$ cat src/design/skse_pkg.sv
// Shared constants, codes and controller/datapath bundles for the sorted key set engine.
`default_nettype none

package skse_pkg;

    // Store size and field widths.
    localparam int CAPACITY = 1024;
    localparam int KEY_W    = 27;
    localparam int OP_W     = 2;
    localparam int STATUS_W = 2;
    localparam int COUNT_W  = 11;
    localparam int CNT_W    = $clog2(CAPACITY + 1);
    localparam int ADDR_W   = $clog2(CAPACITY);

    // Operation codes.
    localparam logic [OP_W-1:0] OP_QUERY  = 2'd0;
    localparam logic [OP_W-1:0] OP_INSERT = 2'd1;
    localparam logic [OP_W-1:0] OP_DELETE = 2'd2;

    // Status codes.
    localparam logic [STATUS_W-1:0] ST_OK   = 2'd0;
    localparam logic [STATUS_W-1:0] ST_MISS = 2'd1;
    localparam logic [STATUS_W-1:0] ST_FULL = 2'd2;

    // Commands from the controller to the datapath.
    typedef struct packed {
        logic                load;
        logic                rd_first;
        logic                scan;
        logic                ins_start;
        logic                ins_shift;
        logic                ins_put;
        logic                del_start;
        logic                del_shift;
        logic                del_end;
        logic                set_status;
        logic [STATUS_W-1:0] status;
        logic                respond;
    } cmd_t;

    // Status from the datapath to the controller.
    typedef struct packed {
        logic key_lt;
        logic hit;
        logic op_ins;
        logic op_del;
        logic count_zero;
        logic count_full;
        logic pos_last;
        logic shift_none;
        logic idx_last_up;
        logic idx_last_dn;
        logic rsp_free;
    } stat_t;

endpackage

`default_nettype wire

$ cat src/design/skse_ctrl.sv
// Controller: sequences the scan, the shift and the response for each request.
`default_nettype none

module skse_ctrl
(
    input  wire logic           clk,
    input  wire logic           rst_n,
    input  wire logic           req_valid,
    output logic                req_ready,
    input  wire skse_pkg::stat_t stat,
    output skse_pkg::cmd_t      cmd
);

    localparam logic [3:0] S_IDLE   = 4'd0;
    localparam logic [3:0] S_FIRST  = 4'd1;
    localparam logic [3:0] S_SCAN   = 4'd2;
    localparam logic [3:0] S_DECIDE = 4'd3;
    localparam logic [3:0] S_INS    = 4'd4;
    localparam logic [3:0] S_PUT    = 4'd5;
    localparam logic [3:0] S_DEL    = 4'd6;
    localparam logic [3:0] S_DEC    = 4'd7;
    localparam logic [3:0] S_RESP   = 4'd8;

    logic [3:0] state_reg, state_next;

    assign req_ready = (state_reg == S_IDLE);

    always_comb
    begin
        state_next = state_reg;
        cmd        = '0;
        unique case (state_reg)
            S_IDLE:
            begin
                if (req_valid)
                begin
                    cmd.load   = 1'b1;
                    state_next = S_FIRST;
                end
            end
            S_FIRST:
            begin
                if (stat.count_zero)
                begin
                    state_next = S_DECIDE;
                end
                else
                begin
                    cmd.rd_first = 1'b1;
                    state_next   = S_SCAN;
                end
            end
            S_SCAN:
            begin
                // The entry at pos is compared while the next one is read.
                cmd.scan = 1'b1;
                if (!stat.key_lt || stat.pos_last)
                begin
                    state_next = S_DECIDE;
                end
            end
            S_DECIDE:
            begin
                cmd.set_status = 1'b1;
                state_next     = S_RESP;
                if (stat.op_ins)
                begin
                    if (stat.hit)
                    begin
                        cmd.status = skse_pkg::ST_MISS;
                    end
                    else if (stat.count_full)
                    begin
                        cmd.status = skse_pkg::ST_FULL;
                    end
                    else if (stat.shift_none)
                    begin
                        cmd.set_status = 1'b0;
                        state_next     = S_PUT;
                    end
                    else
                    begin
                        cmd.set_status = 1'b0;
                        cmd.ins_start  = 1'b1;
                        state_next     = S_INS;
                    end
                end
                else if (stat.op_del)
                begin
                    if (!stat.hit)
                    begin
                        cmd.status = skse_pkg::ST_MISS;
                    end
                    else if (stat.pos_last)
                    begin
                        cmd.set_status = 1'b0;
                        state_next     = S_DEC;
                    end
                    else
                    begin
                        cmd.set_status = 1'b0;
                        cmd.del_start  = 1'b1;
                        state_next     = S_DEL;
                    end
                end
                else
                begin
                    cmd.status = stat.hit ? skse_pkg::ST_OK : skse_pkg::ST_MISS;
                end
            end
            S_INS:
            begin
                cmd.ins_shift = 1'b1;
                if (stat.idx_last_up)
                begin
                    state_next = S_PUT;
                end
            end
            S_PUT:
            begin
                cmd.ins_put    = 1'b1;
                cmd.set_status = 1'b1;
                cmd.status     = skse_pkg::ST_OK;
                state_next     = S_RESP;
            end
            S_DEL:
            begin
                cmd.del_shift = 1'b1;
                if (stat.idx_last_dn)
                begin
                    state_next = S_DEC;
                end
            end
            S_DEC:
            begin
                cmd.del_end    = 1'b1;
                cmd.set_status = 1'b1;
                cmd.status     = skse_pkg::ST_OK;
                state_next     = S_RESP;
            end
            S_RESP:
            begin
                // Wait here only while the previous response is still unclaimed.
                if (stat.rsp_free)
                begin
                    cmd.respond = 1'b1;
                    state_next  = S_IDLE;
                end
            end
            default:
            begin
                state_next = S_IDLE;
            end
        endcase
    end

    always_ff @(posedge clk or negedge rst_n)
    begin
        if (!rst_n)
        begin
            state_reg <= S_IDLE;
        end
        else
        begin
            state_reg <= state_next;
        end
    end

endmodule

`default_nettype wire

$ cat config.mk
export PLATFORM = sky130hd
export DESIGN_NAME = skse_ctrl
export DESIGN_NICKNAME = d
export VERILOG_FILES = /design/src/design/skse_pkg.sv /design/src/design/skse_ctrl.sv
export SDC_FILE = /design/constraint.sdc
export NUM_CORES = 1
export LEC_CHECK = 0
export BUFFER_PORTS_ARGS = -buffer_cell sky130_fd_sc_hd__buf_2
export CAP_MARGIN = 15
export CORE_AREA = 3 3 40 42
export CTS_CLUSTER_SIZE = 24
export DETAILED_ROUTE_END_ITERATION = 12
export DIE_AREA = 0 0 43 45
export PLACE_DENSITY = 0.63
export RECOVER_POWER = 50
export SYNTH_ARGS = -nofsm -noshare
export SYNTH_HDL_FRONTEND = slang
export SYNTH_SLANG_ARGS = --single-unit
$ cat constraint.sdc
create_clock -name clk -period 1.47 [get_ports clk]
set_input_delay 0.0735 -clock clk [delete_from_list [all_inputs] [get_ports clk]]
set_output_delay 0.0735 -clock clk [all_outputs]
set_load 0.05 [all_outputs]
# --- Word-level counts from Yosys, hierarchy flattened ---
# Index checks and enable logic that the tools add are counted.
word_totals:
  ff_bits: 4
  inputBits: 14
  out_inout_bits: 14
  word_cells: 63
classes:
  n_eq_ne: 13
  n_mux: 44
  n_reduce_logical: 5
op_table:
  columns: ["op", "n"]
  rows:
  - ["$mux 4", 10]
  - ["$pmux 4 s8", 1]
  - ["$mux 1", 29]
  - ["$eq 4x3->1 const B", 4]
  - ["$ne 2x2->1 const B", 5]
  - ["$eq 4x2->1 const B", 2]
  - ["$pmux 3 s2", 1]
  - ["$reduce_and 5->1", 1]
  - ["$eq 4x1->1 const B", 1]
  - ["$eq 4x4->1 const B", 1]
  - ["$logic_not 4->1", 1]
  - ["$mux 2", 2]
  - ["$mux 3", 1]
  - ["$reduce_or 2->1", 1]
  - ["$logic_not 1->1", 1]
  - ["$logic_or 1x1->1", 1]

# --- Depth between registers and ports, before layout ---
# Gate-level depths: netlist of run 1.
logic_depth:
  word_depth: 5
  mapped_depth: 4
  depth_no_buf: 3

# --- Worst setup path after synthesis of run 1 ---
# Ideal clock, no wire load.
synth_timing:
  path_type: "register -> output"
  from: "reg state_reg[1]"
  to: "out cmd[12] (netlist bit)"
  arrival_ns: 2.613
  required_time_ns: 1.397
  path_slack_ns: -1.217
  stages_incl_launch_ff: 3
  path_buffers: 0
  path_cell_list: "dfrtp_1 -> nor4_1 -> and2_1"
synth_rtl:
  columns: ["element", "line", "text"]
  rows:
  - ["start: declaration", "skse_ctrl.sv:24", "logic [3:0] state_reg, state_next;"]
  - ["start signal: assignment", "skse_ctrl.sv:165", "state_reg <= state_next;"]
  - ["end: declaration", "skse_ctrl.sv:11", "output skse_pkg::cmd_t cmd"]

==> results.ini, run 1 <==
[sta]
slew_viol_final=0
setup_viol=1
period_share=1.001
worst_slack_ps=-0.8153
whs_ps=119.1
layout_min_cycle_time_ps=1471
slew_headroom=0.7993
finClkSkew_ps=1.465
finalHoldViolations=0
fmax_ghz=0.6799
rsz0062_at_grt=true
tightestPinTransition_ps=301.0

[route]
routedWlPerCell_um=13.50
wirelength_um=1431
vias=540
ant_nets=0
drc=0
drt-initial-drc-count=2
first_pass_iters=2
via_per_inst=5.094

[cts]
root_buffer=clkbuf_4
clkTransAtPathRegs_ps=40
clk_latency_ps=240
clock_path_buffers=2
cts_tree=built
cts_made_buffers=3
ctsHtreeMaxLevel=1
clock_sinks=4

[global_route]
grt-busiest-layer=met2
use_met1=0.1679
grt_pass1_vias=502
grt_pass1_wl_um=2076
gr-total-overflow=0
grt_usage=0.1445
antenna_found_initial=0
met3_usage=0.05179
use_met2=0.2545
grt_max_degree=8

[pwr]
switching_share=0.5087
pwr_density_cell_mw_per_mm2=1964
power_frac_comb=0.770
p_leak_uw=0.0003897
vdd_drop_max_mv=0.9516
p_int_uw=817.5
p_sw_uw=846.4
p_seq_frac=0.147
pwr-share-clk=0.083

[yosys]
syn_inst=50
synth_top_area_cell=dfrtp_1
synth_area_per_cell_um2=8.333
yosys.cell_types.count=30
syn_nets=64
ys_seq_area_frac=0.2402
synth_top_area_share=0.2402
yosys_register_bits=4
yosys_warnings=0
netlist_top_cells_area=dfrtp_1 24%, nand3b_1 9.0%, nor2_1 6.3%
synth_area_um2=416.7

[layout]
final_cells=106
final_cell_area_um2=847.1
drive_above_1_share=0.7253
fin_nets=107
largest_reg_flops=4
final_cell_mix=14 x buf_4, 12 x buf_2, 9 x buf_6
areaGrowthSynthToFinish_pct=103.3
antennaDiodeCount=0
fin_util=0.6592
final_common_cell=buf_4

[worst_setup_path]
crit_path_max_fanout=4
critPathArrivalTime_ps=1400
cp.required_ps=1400
crit_type=reg2out
crit_path_start_kind=register
end_kind=primary output

[placed_design]
globalplace.congestion=0.6957
place.port_buffers=27
post_dp_cell_area_um2=676.9
placed_cells=98
dpl.hpwl_um=965.6

[outcome]
run_status=finished with violations
violations=negative setup slack

[flow_run]
max-cap-violations=0

[die]
core-area_mm2=0.001285
ios=28
dieArea_mm2=0.001935
fp.dieW_um=43
rows=13
fp.dieH_um=45
start_util=0.3242

[hold_path]
min-delay-path-class=in2reg

==> through the flow <==
step	total power (uW)	worst slack, ps	setup TNS (ps)
floorplan	970.4	-255.4	-337.1
global placement	1255	142.0	0
detailed placement	1258	113.7	0
CTS	1520	-9.687	-9.687
global route	1762	-64.02	-218.9
finish	1664	-0.8153	-0.8153
==> cells by family (layout without fill, tap and decap cells) <==
| family | after synthesis | count (layout) | synth area share |
|---|---|---|---|
| compound gates | 9 | 9 | 0.2132 |
| flops | 4 | 4 | 0.2402 |
| mux | 1 | 1 | 0.02703 |
| xor+xnor | 1 | 1 | 0.02102 |
| buf+inv | 3 | 44 | 0.03903 |
| simple gates | 32 | 32 | 0.4595 |
==> per-layer routing <==
layer  wire length (um)  share of wire
met5                  0              0
met1                564           0.39
met3                 91          0.064
met4                  0              0
met2                774           0.54
==> worst paths after layout <==
check                        startpoint            to  slack, ps  depth (start not counted)
setup / recovery           state_reg[1]       cmd[12]       -0.8                          4
hold / removal                  stat[0]  state_reg[3]        120                          2
setup reg to reg           state_reg[1]  state_reg[0]        150                          4
hold reg to reg            state_reg[2]  state_reg[1]        650                          2
max in group asynchronous         rst_n  state_reg[1]       1060                          2
min in group asynchronous         rst_n  state_reg[0]        210                          2
==> layout make-up <==
type	instances	area, um2
fillers	108	437.9
flip-flops and latches	4	102.6
inverters	1	3.754
repair buffers	40	310.3
well taps	15	18.77
clock buffers	3	22.52
multi-input cells	43	389.1
==> cells in the mapped netlist <==
cell type / number
nand3b_1: 5
nand3_2: 1
and3_1: 1
nand2_1: 5
o221ai_1: 1
xor2_1: 1
nor3_1: 4
a211oi_1: 1
o211ai_1: 1
buf_4: 1
and4b_2: 1
inv_1: 1
or3b_1: 1
nor2_1: 7
a311oi_2: 1
nand2b_1: 1
nor2b_1: 1
o21ba_2: 1
mux2_1: 1
dfrtp_1: 4
o22ai_2: 1
and2_4: 1
and2_1: 1
buf_2: 1
a221oi_2: 1
o21ai_0: 1
and4bb_2: 1
nor2_2: 1
a21o_1: 1
nor4_1: 1
==> power groups by stage <==
stage               Sequential, uW  Combinational, uW  Clock (uW)
floorplan                      237                733           0
global placement               231               1020           0
detailed placement             226               1030           0
CTS                            245               1130         142
global route                   253               1360         151
finish                         244               1280         139
==> what timing repair did <==
action / 4_1_cts / 5_1_grt
gates resized for setup: 19 / 19
hold endpoints to repair: 4 / 0
hold buffers: 1 / 0
endpoints found under the setup margin: 11 / 13
pin swaps: 0 / 3
setup buffers: 1 / 3
==> critical path, cell delays in order (launching register included) <==
cell	delay (ps)
dfrtp_2	420
buf_6	130
nor4_4	270
and2_4	200
buf_8	140
Power figures use the tool's default switching activity.
==> run 2, diff against run 1 <==
--- a/config.mk
+++ b/config.mk
@@ -5,13 +5,15 @@
 export SDC_FILE = /design/constraint.sdc
 export NUM_CORES = 1
 export LEC_CHECK = 0
+export ABC_AREA = 1
 export BUFFER_PORTS_ARGS = -buffer_cell sky130_fd_sc_hd__buf_2
 export CAP_MARGIN = 15
 export CORE_AREA = 3 3 40 42
 export CTS_CLUSTER_SIZE = 24
 export DETAILED_ROUTE_END_ITERATION = 12
 export DIE_AREA = 0 0 43 45
-export PLACE_DENSITY = 0.63
+export MAX_ROUTING_LAYER = met4
+export PLACE_DENSITY = 0.62
 export RECOVER_POWER = 50
 export SYNTH_ARGS = -nofsm -noshare
 export SYNTH_HDL_FRONTEND = slang
==> results.ini, run 2 <==
[global_route]
antenna_found_initial=0  ; unchanged
grt_usage=0.1273  ; was 0.1445
grt_pass1_wl_um=1752  ; was 2076 um
grt_max_degree=7  ; was 8
gr-total-overflow=0  ; unchanged
grt_pass1_vias=486  ; was 502

[yosys]
synth_edf_count=0  ; unchanged
netlist_top_cells_area=dfrtp_1 24%, nand2_1 20%, nor2_1 18%  ; was dfrtp_1 24%, nand3b_1 9.0%, nor2_1 6.3%
yosys_warnings=0  ; unchanged
synth_common_cells=22 x nand2_1, 20 x nor2_1, 14 x inv_1, 7 x nand3_1, 4 x dfrtp_1  ; was 7 x nor2_1, 5 x nand2_1, 5 x nand3b_1, 4 x dfrtp_1, 4 x nor3_1
async_reset_ff_frac=1.000  ; unchanged
synth_area_per_cell_um2=5.330  ; was 8.333 um2
syn_inst=77  ; was 50
synth_top_area_share=0.2439  ; was 0.2402
synth_area_um2=410.4  ; was 416.7 um2
synth_top_area_cell=dfrtp_1  ; unchanged
yosys_register_bits=4  ; unchanged
synthFlopType=dfrtp_1  ; unchanged
ys_seq_area_frac=0.2439  ; was 0.2402
yosys.cell_types.count=13  ; was 30
yosysMostFrequentCell=nand2_1  ; was nor2_1
syn_nets=91  ; was 64

[cts]
cts_made_buffers=3  ; unchanged
cts_tree=built  ; unchanged
clk_latency_ps=240  ; about the same
clock_path_buffers=2  ; unchanged
clkTransAtPathRegs_ps=40  ; about the same
clock_sinks=4  ; unchanged
root_buffer=clkbuf_4  ; unchanged
ctsHtreeMaxLevel=1  ; unchanged

[outcome]
run_status=finished clean  ; was finished with violations

[layout]
final_cell_mix=20 x nand2_1, 17 x buf_2, 15 x nor2_1  ; was 14 x buf_4, 12 x buf_2, 9 x buf_6
final_common_cell=nand2_1  ; was buf_4
fin_nets=126  ; was 107
drive_above_1_share=0.4273  ; was 0.7253
areaGrowthSynthToFinish_pct=67.99  ; was 103.3%
fin_util=0.5365  ; was 0.6592
multiInputGateArea_um2=286.5  ; was 389.1 um2
final_cells=125  ; was 106
regArea_um2=102.6  ; unchanged
antennaDiodeCount=0  ; unchanged
largest_reg_flops=4  ; unchanged
fill_cells=129  ; was 108

[placed_design]
place.port_buffers=27  ; unchanged
placed_cells=120  ; was 98
globalplace.congestion=0.7824  ; was 0.6957
dpl.hpwl_um=948.6  ; was 965.6 um

[sta]
tightestPinTransition_ps=369.7  ; was 301.0 ps
fmax_ghz=0.6943  ; was 0.6799 GHz
whs_ps=189.9  ; was 119.1 ps
slew_headroom=0.7510  ; was 0.7993
period_share=0.9798  ; was 1.001
finalHoldViolations=0  ; unchanged
finClkSkew_ps=3.733  ; was 1.465 ps
layout_min_cycle_time_ps=1440  ; was 1471 ps
slew_viol_final=0  ; unchanged
setup_viol=0  ; was 1
rsz0062_at_grt=true  ; unchanged

[die]
fp.dieH_um=45  ; unchanged
ios=28  ; unchanged
start_util=0.3194  ; was 0.3242
core-area_mm2=0.001285  ; unchanged
fp.dieW_um=43  ; unchanged
dieArea_mm2=0.001935  ; unchanged
rows=13  ; unchanged

[hold_path]
min-delay-path-class=in2async  ; was in2reg

[route]
first_pass_iters=4  ; was 2
vias=556  ; was 540
ant_nets=0  ; unchanged
wirelength_um=1204  ; was 1431 um
via_per_inst=4.448  ; was 5.094
drt-initial-drc-count=5  ; was 2
routedWlPerCell_um=9.632  ; was 13.50 um
drc=0  ; unchanged

[worst_setup_path]
cp.required_ps=1400  ; about the same
critPathArrivalTime_ps=1370  ; was 1400 ps
reg2reg_depth=6  ; was 4
reg2reg_to=state_reg[3]  ; was state_reg[0]
crit_path_start_kind=register  ; unchanged
r2r_start=state_reg[3]  ; was state_reg[1]
startpoint=state_reg[3]  ; was state_reg[1]
reg2reg_slack_ps=260  ; was 150 ps
crit_path_max_fanout=6  ; was 4
crit_type=reg2out  ; unchanged
end_kind=primary output  ; unchanged

[pwr]
vdd_drop_max_mv=1.006  ; was 0.9516 mV
p_leak_uw=0.0004136  ; was 0.0003897 uW
pwr_density_cell_mw_per_mm2=1986  ; was 1964 mW/mm2

[flow_run]
max-cap-violations=0  ; unchanged

==> run 2: cell types whose count changed after synthesis, moves of 3 or more <==
cell      previous run  this run
nor3_1               4         1
nand3_1              0         7
nand3b_1             5         2
nor2_1               7        20
inv_1                1        14
nand2_1              5        22
==> run 2: what timing repair did <==
item	4_1_cts	5_1_grt
hold buffers	1	0
setup buffers	0	1
gates resized for setup	5	26
endpoints found under the setup margin	6	14
pin swaps	0	2
hold endpoints to repair	4	0
cloned	0	0
==> run 2: worst max-delay path: stages (launching register included) <==
cell and delay (ps):
dfrtp_1 410, inv_2 90, nand2_2 60, nor2_4 210, inv_4 70, o21ai_2 130, buf_6 170
==> run 2: where the power goes <==
| part | switching, uW | total [uW] | internal [uW] | leakage, uW |
|---|---|---|---|---|
| logic | 707 | 998 | 291 | 0.000351 |
| registers | 67.5 | 235 | 168 | 0.0000492 |
| clock network | 45.0 | 136 | 91.3 | 0.0000138 |
==> run 2: cell type report <==
type / count / area share
Clock buffer: 3 / 0.03267
Timing Repair Buffer: 30 / 0.2904
Inverter: 15 / 0.08530
Multi-Input combinational cell: 58 / 0.4156
Sequential cell: 4 / 0.1488
Tap cell: 15 / 0.02722
==> run 2: stage by stage <==
step / setup slack [ps] / power, uW / instance area (um2) / setup TNS [ps]
CTS: -13.76 / 1284 / 623.1 / -31.94
floorplan: -50.42 / 913.5 / 415.4 / -50.42
finish: 29.64 / 1369 / 689.4 / 0
detailed placement: 198.3 / 1116 / 576.8 / 0
global route: -51.35 / 1480 / 689.4 / -233.0
global placement: 191.4 / 1118 / 576.8 / 0
==> run 2: routing by layer <==
metal  global-route usage  routed length, um
met1               0.1383                487
met5                    -                  0
met2               0.2096                613
met4               0.1084                 19
met3              0.01195                 84
==> run 2: worst max path at each step <==
stage                          to  cells after the start
after CTS                 cmd[12]                      4
final                      cmd[3]                      6
after floorplan            cmd[3]                      5
after detailed placement   cmd[3]                      6
after global routing       cmd[9]                      6
after global placement     cmd[3]                      5
==> run 2: kinds of logic after synthesis <==
family          count (synthesis)  share of synthesized area
flops                           4                     0.2439
compound gates                  3                    0.04269
buf+inv                        15                     0.1372
simple gates                   55                     0.5762
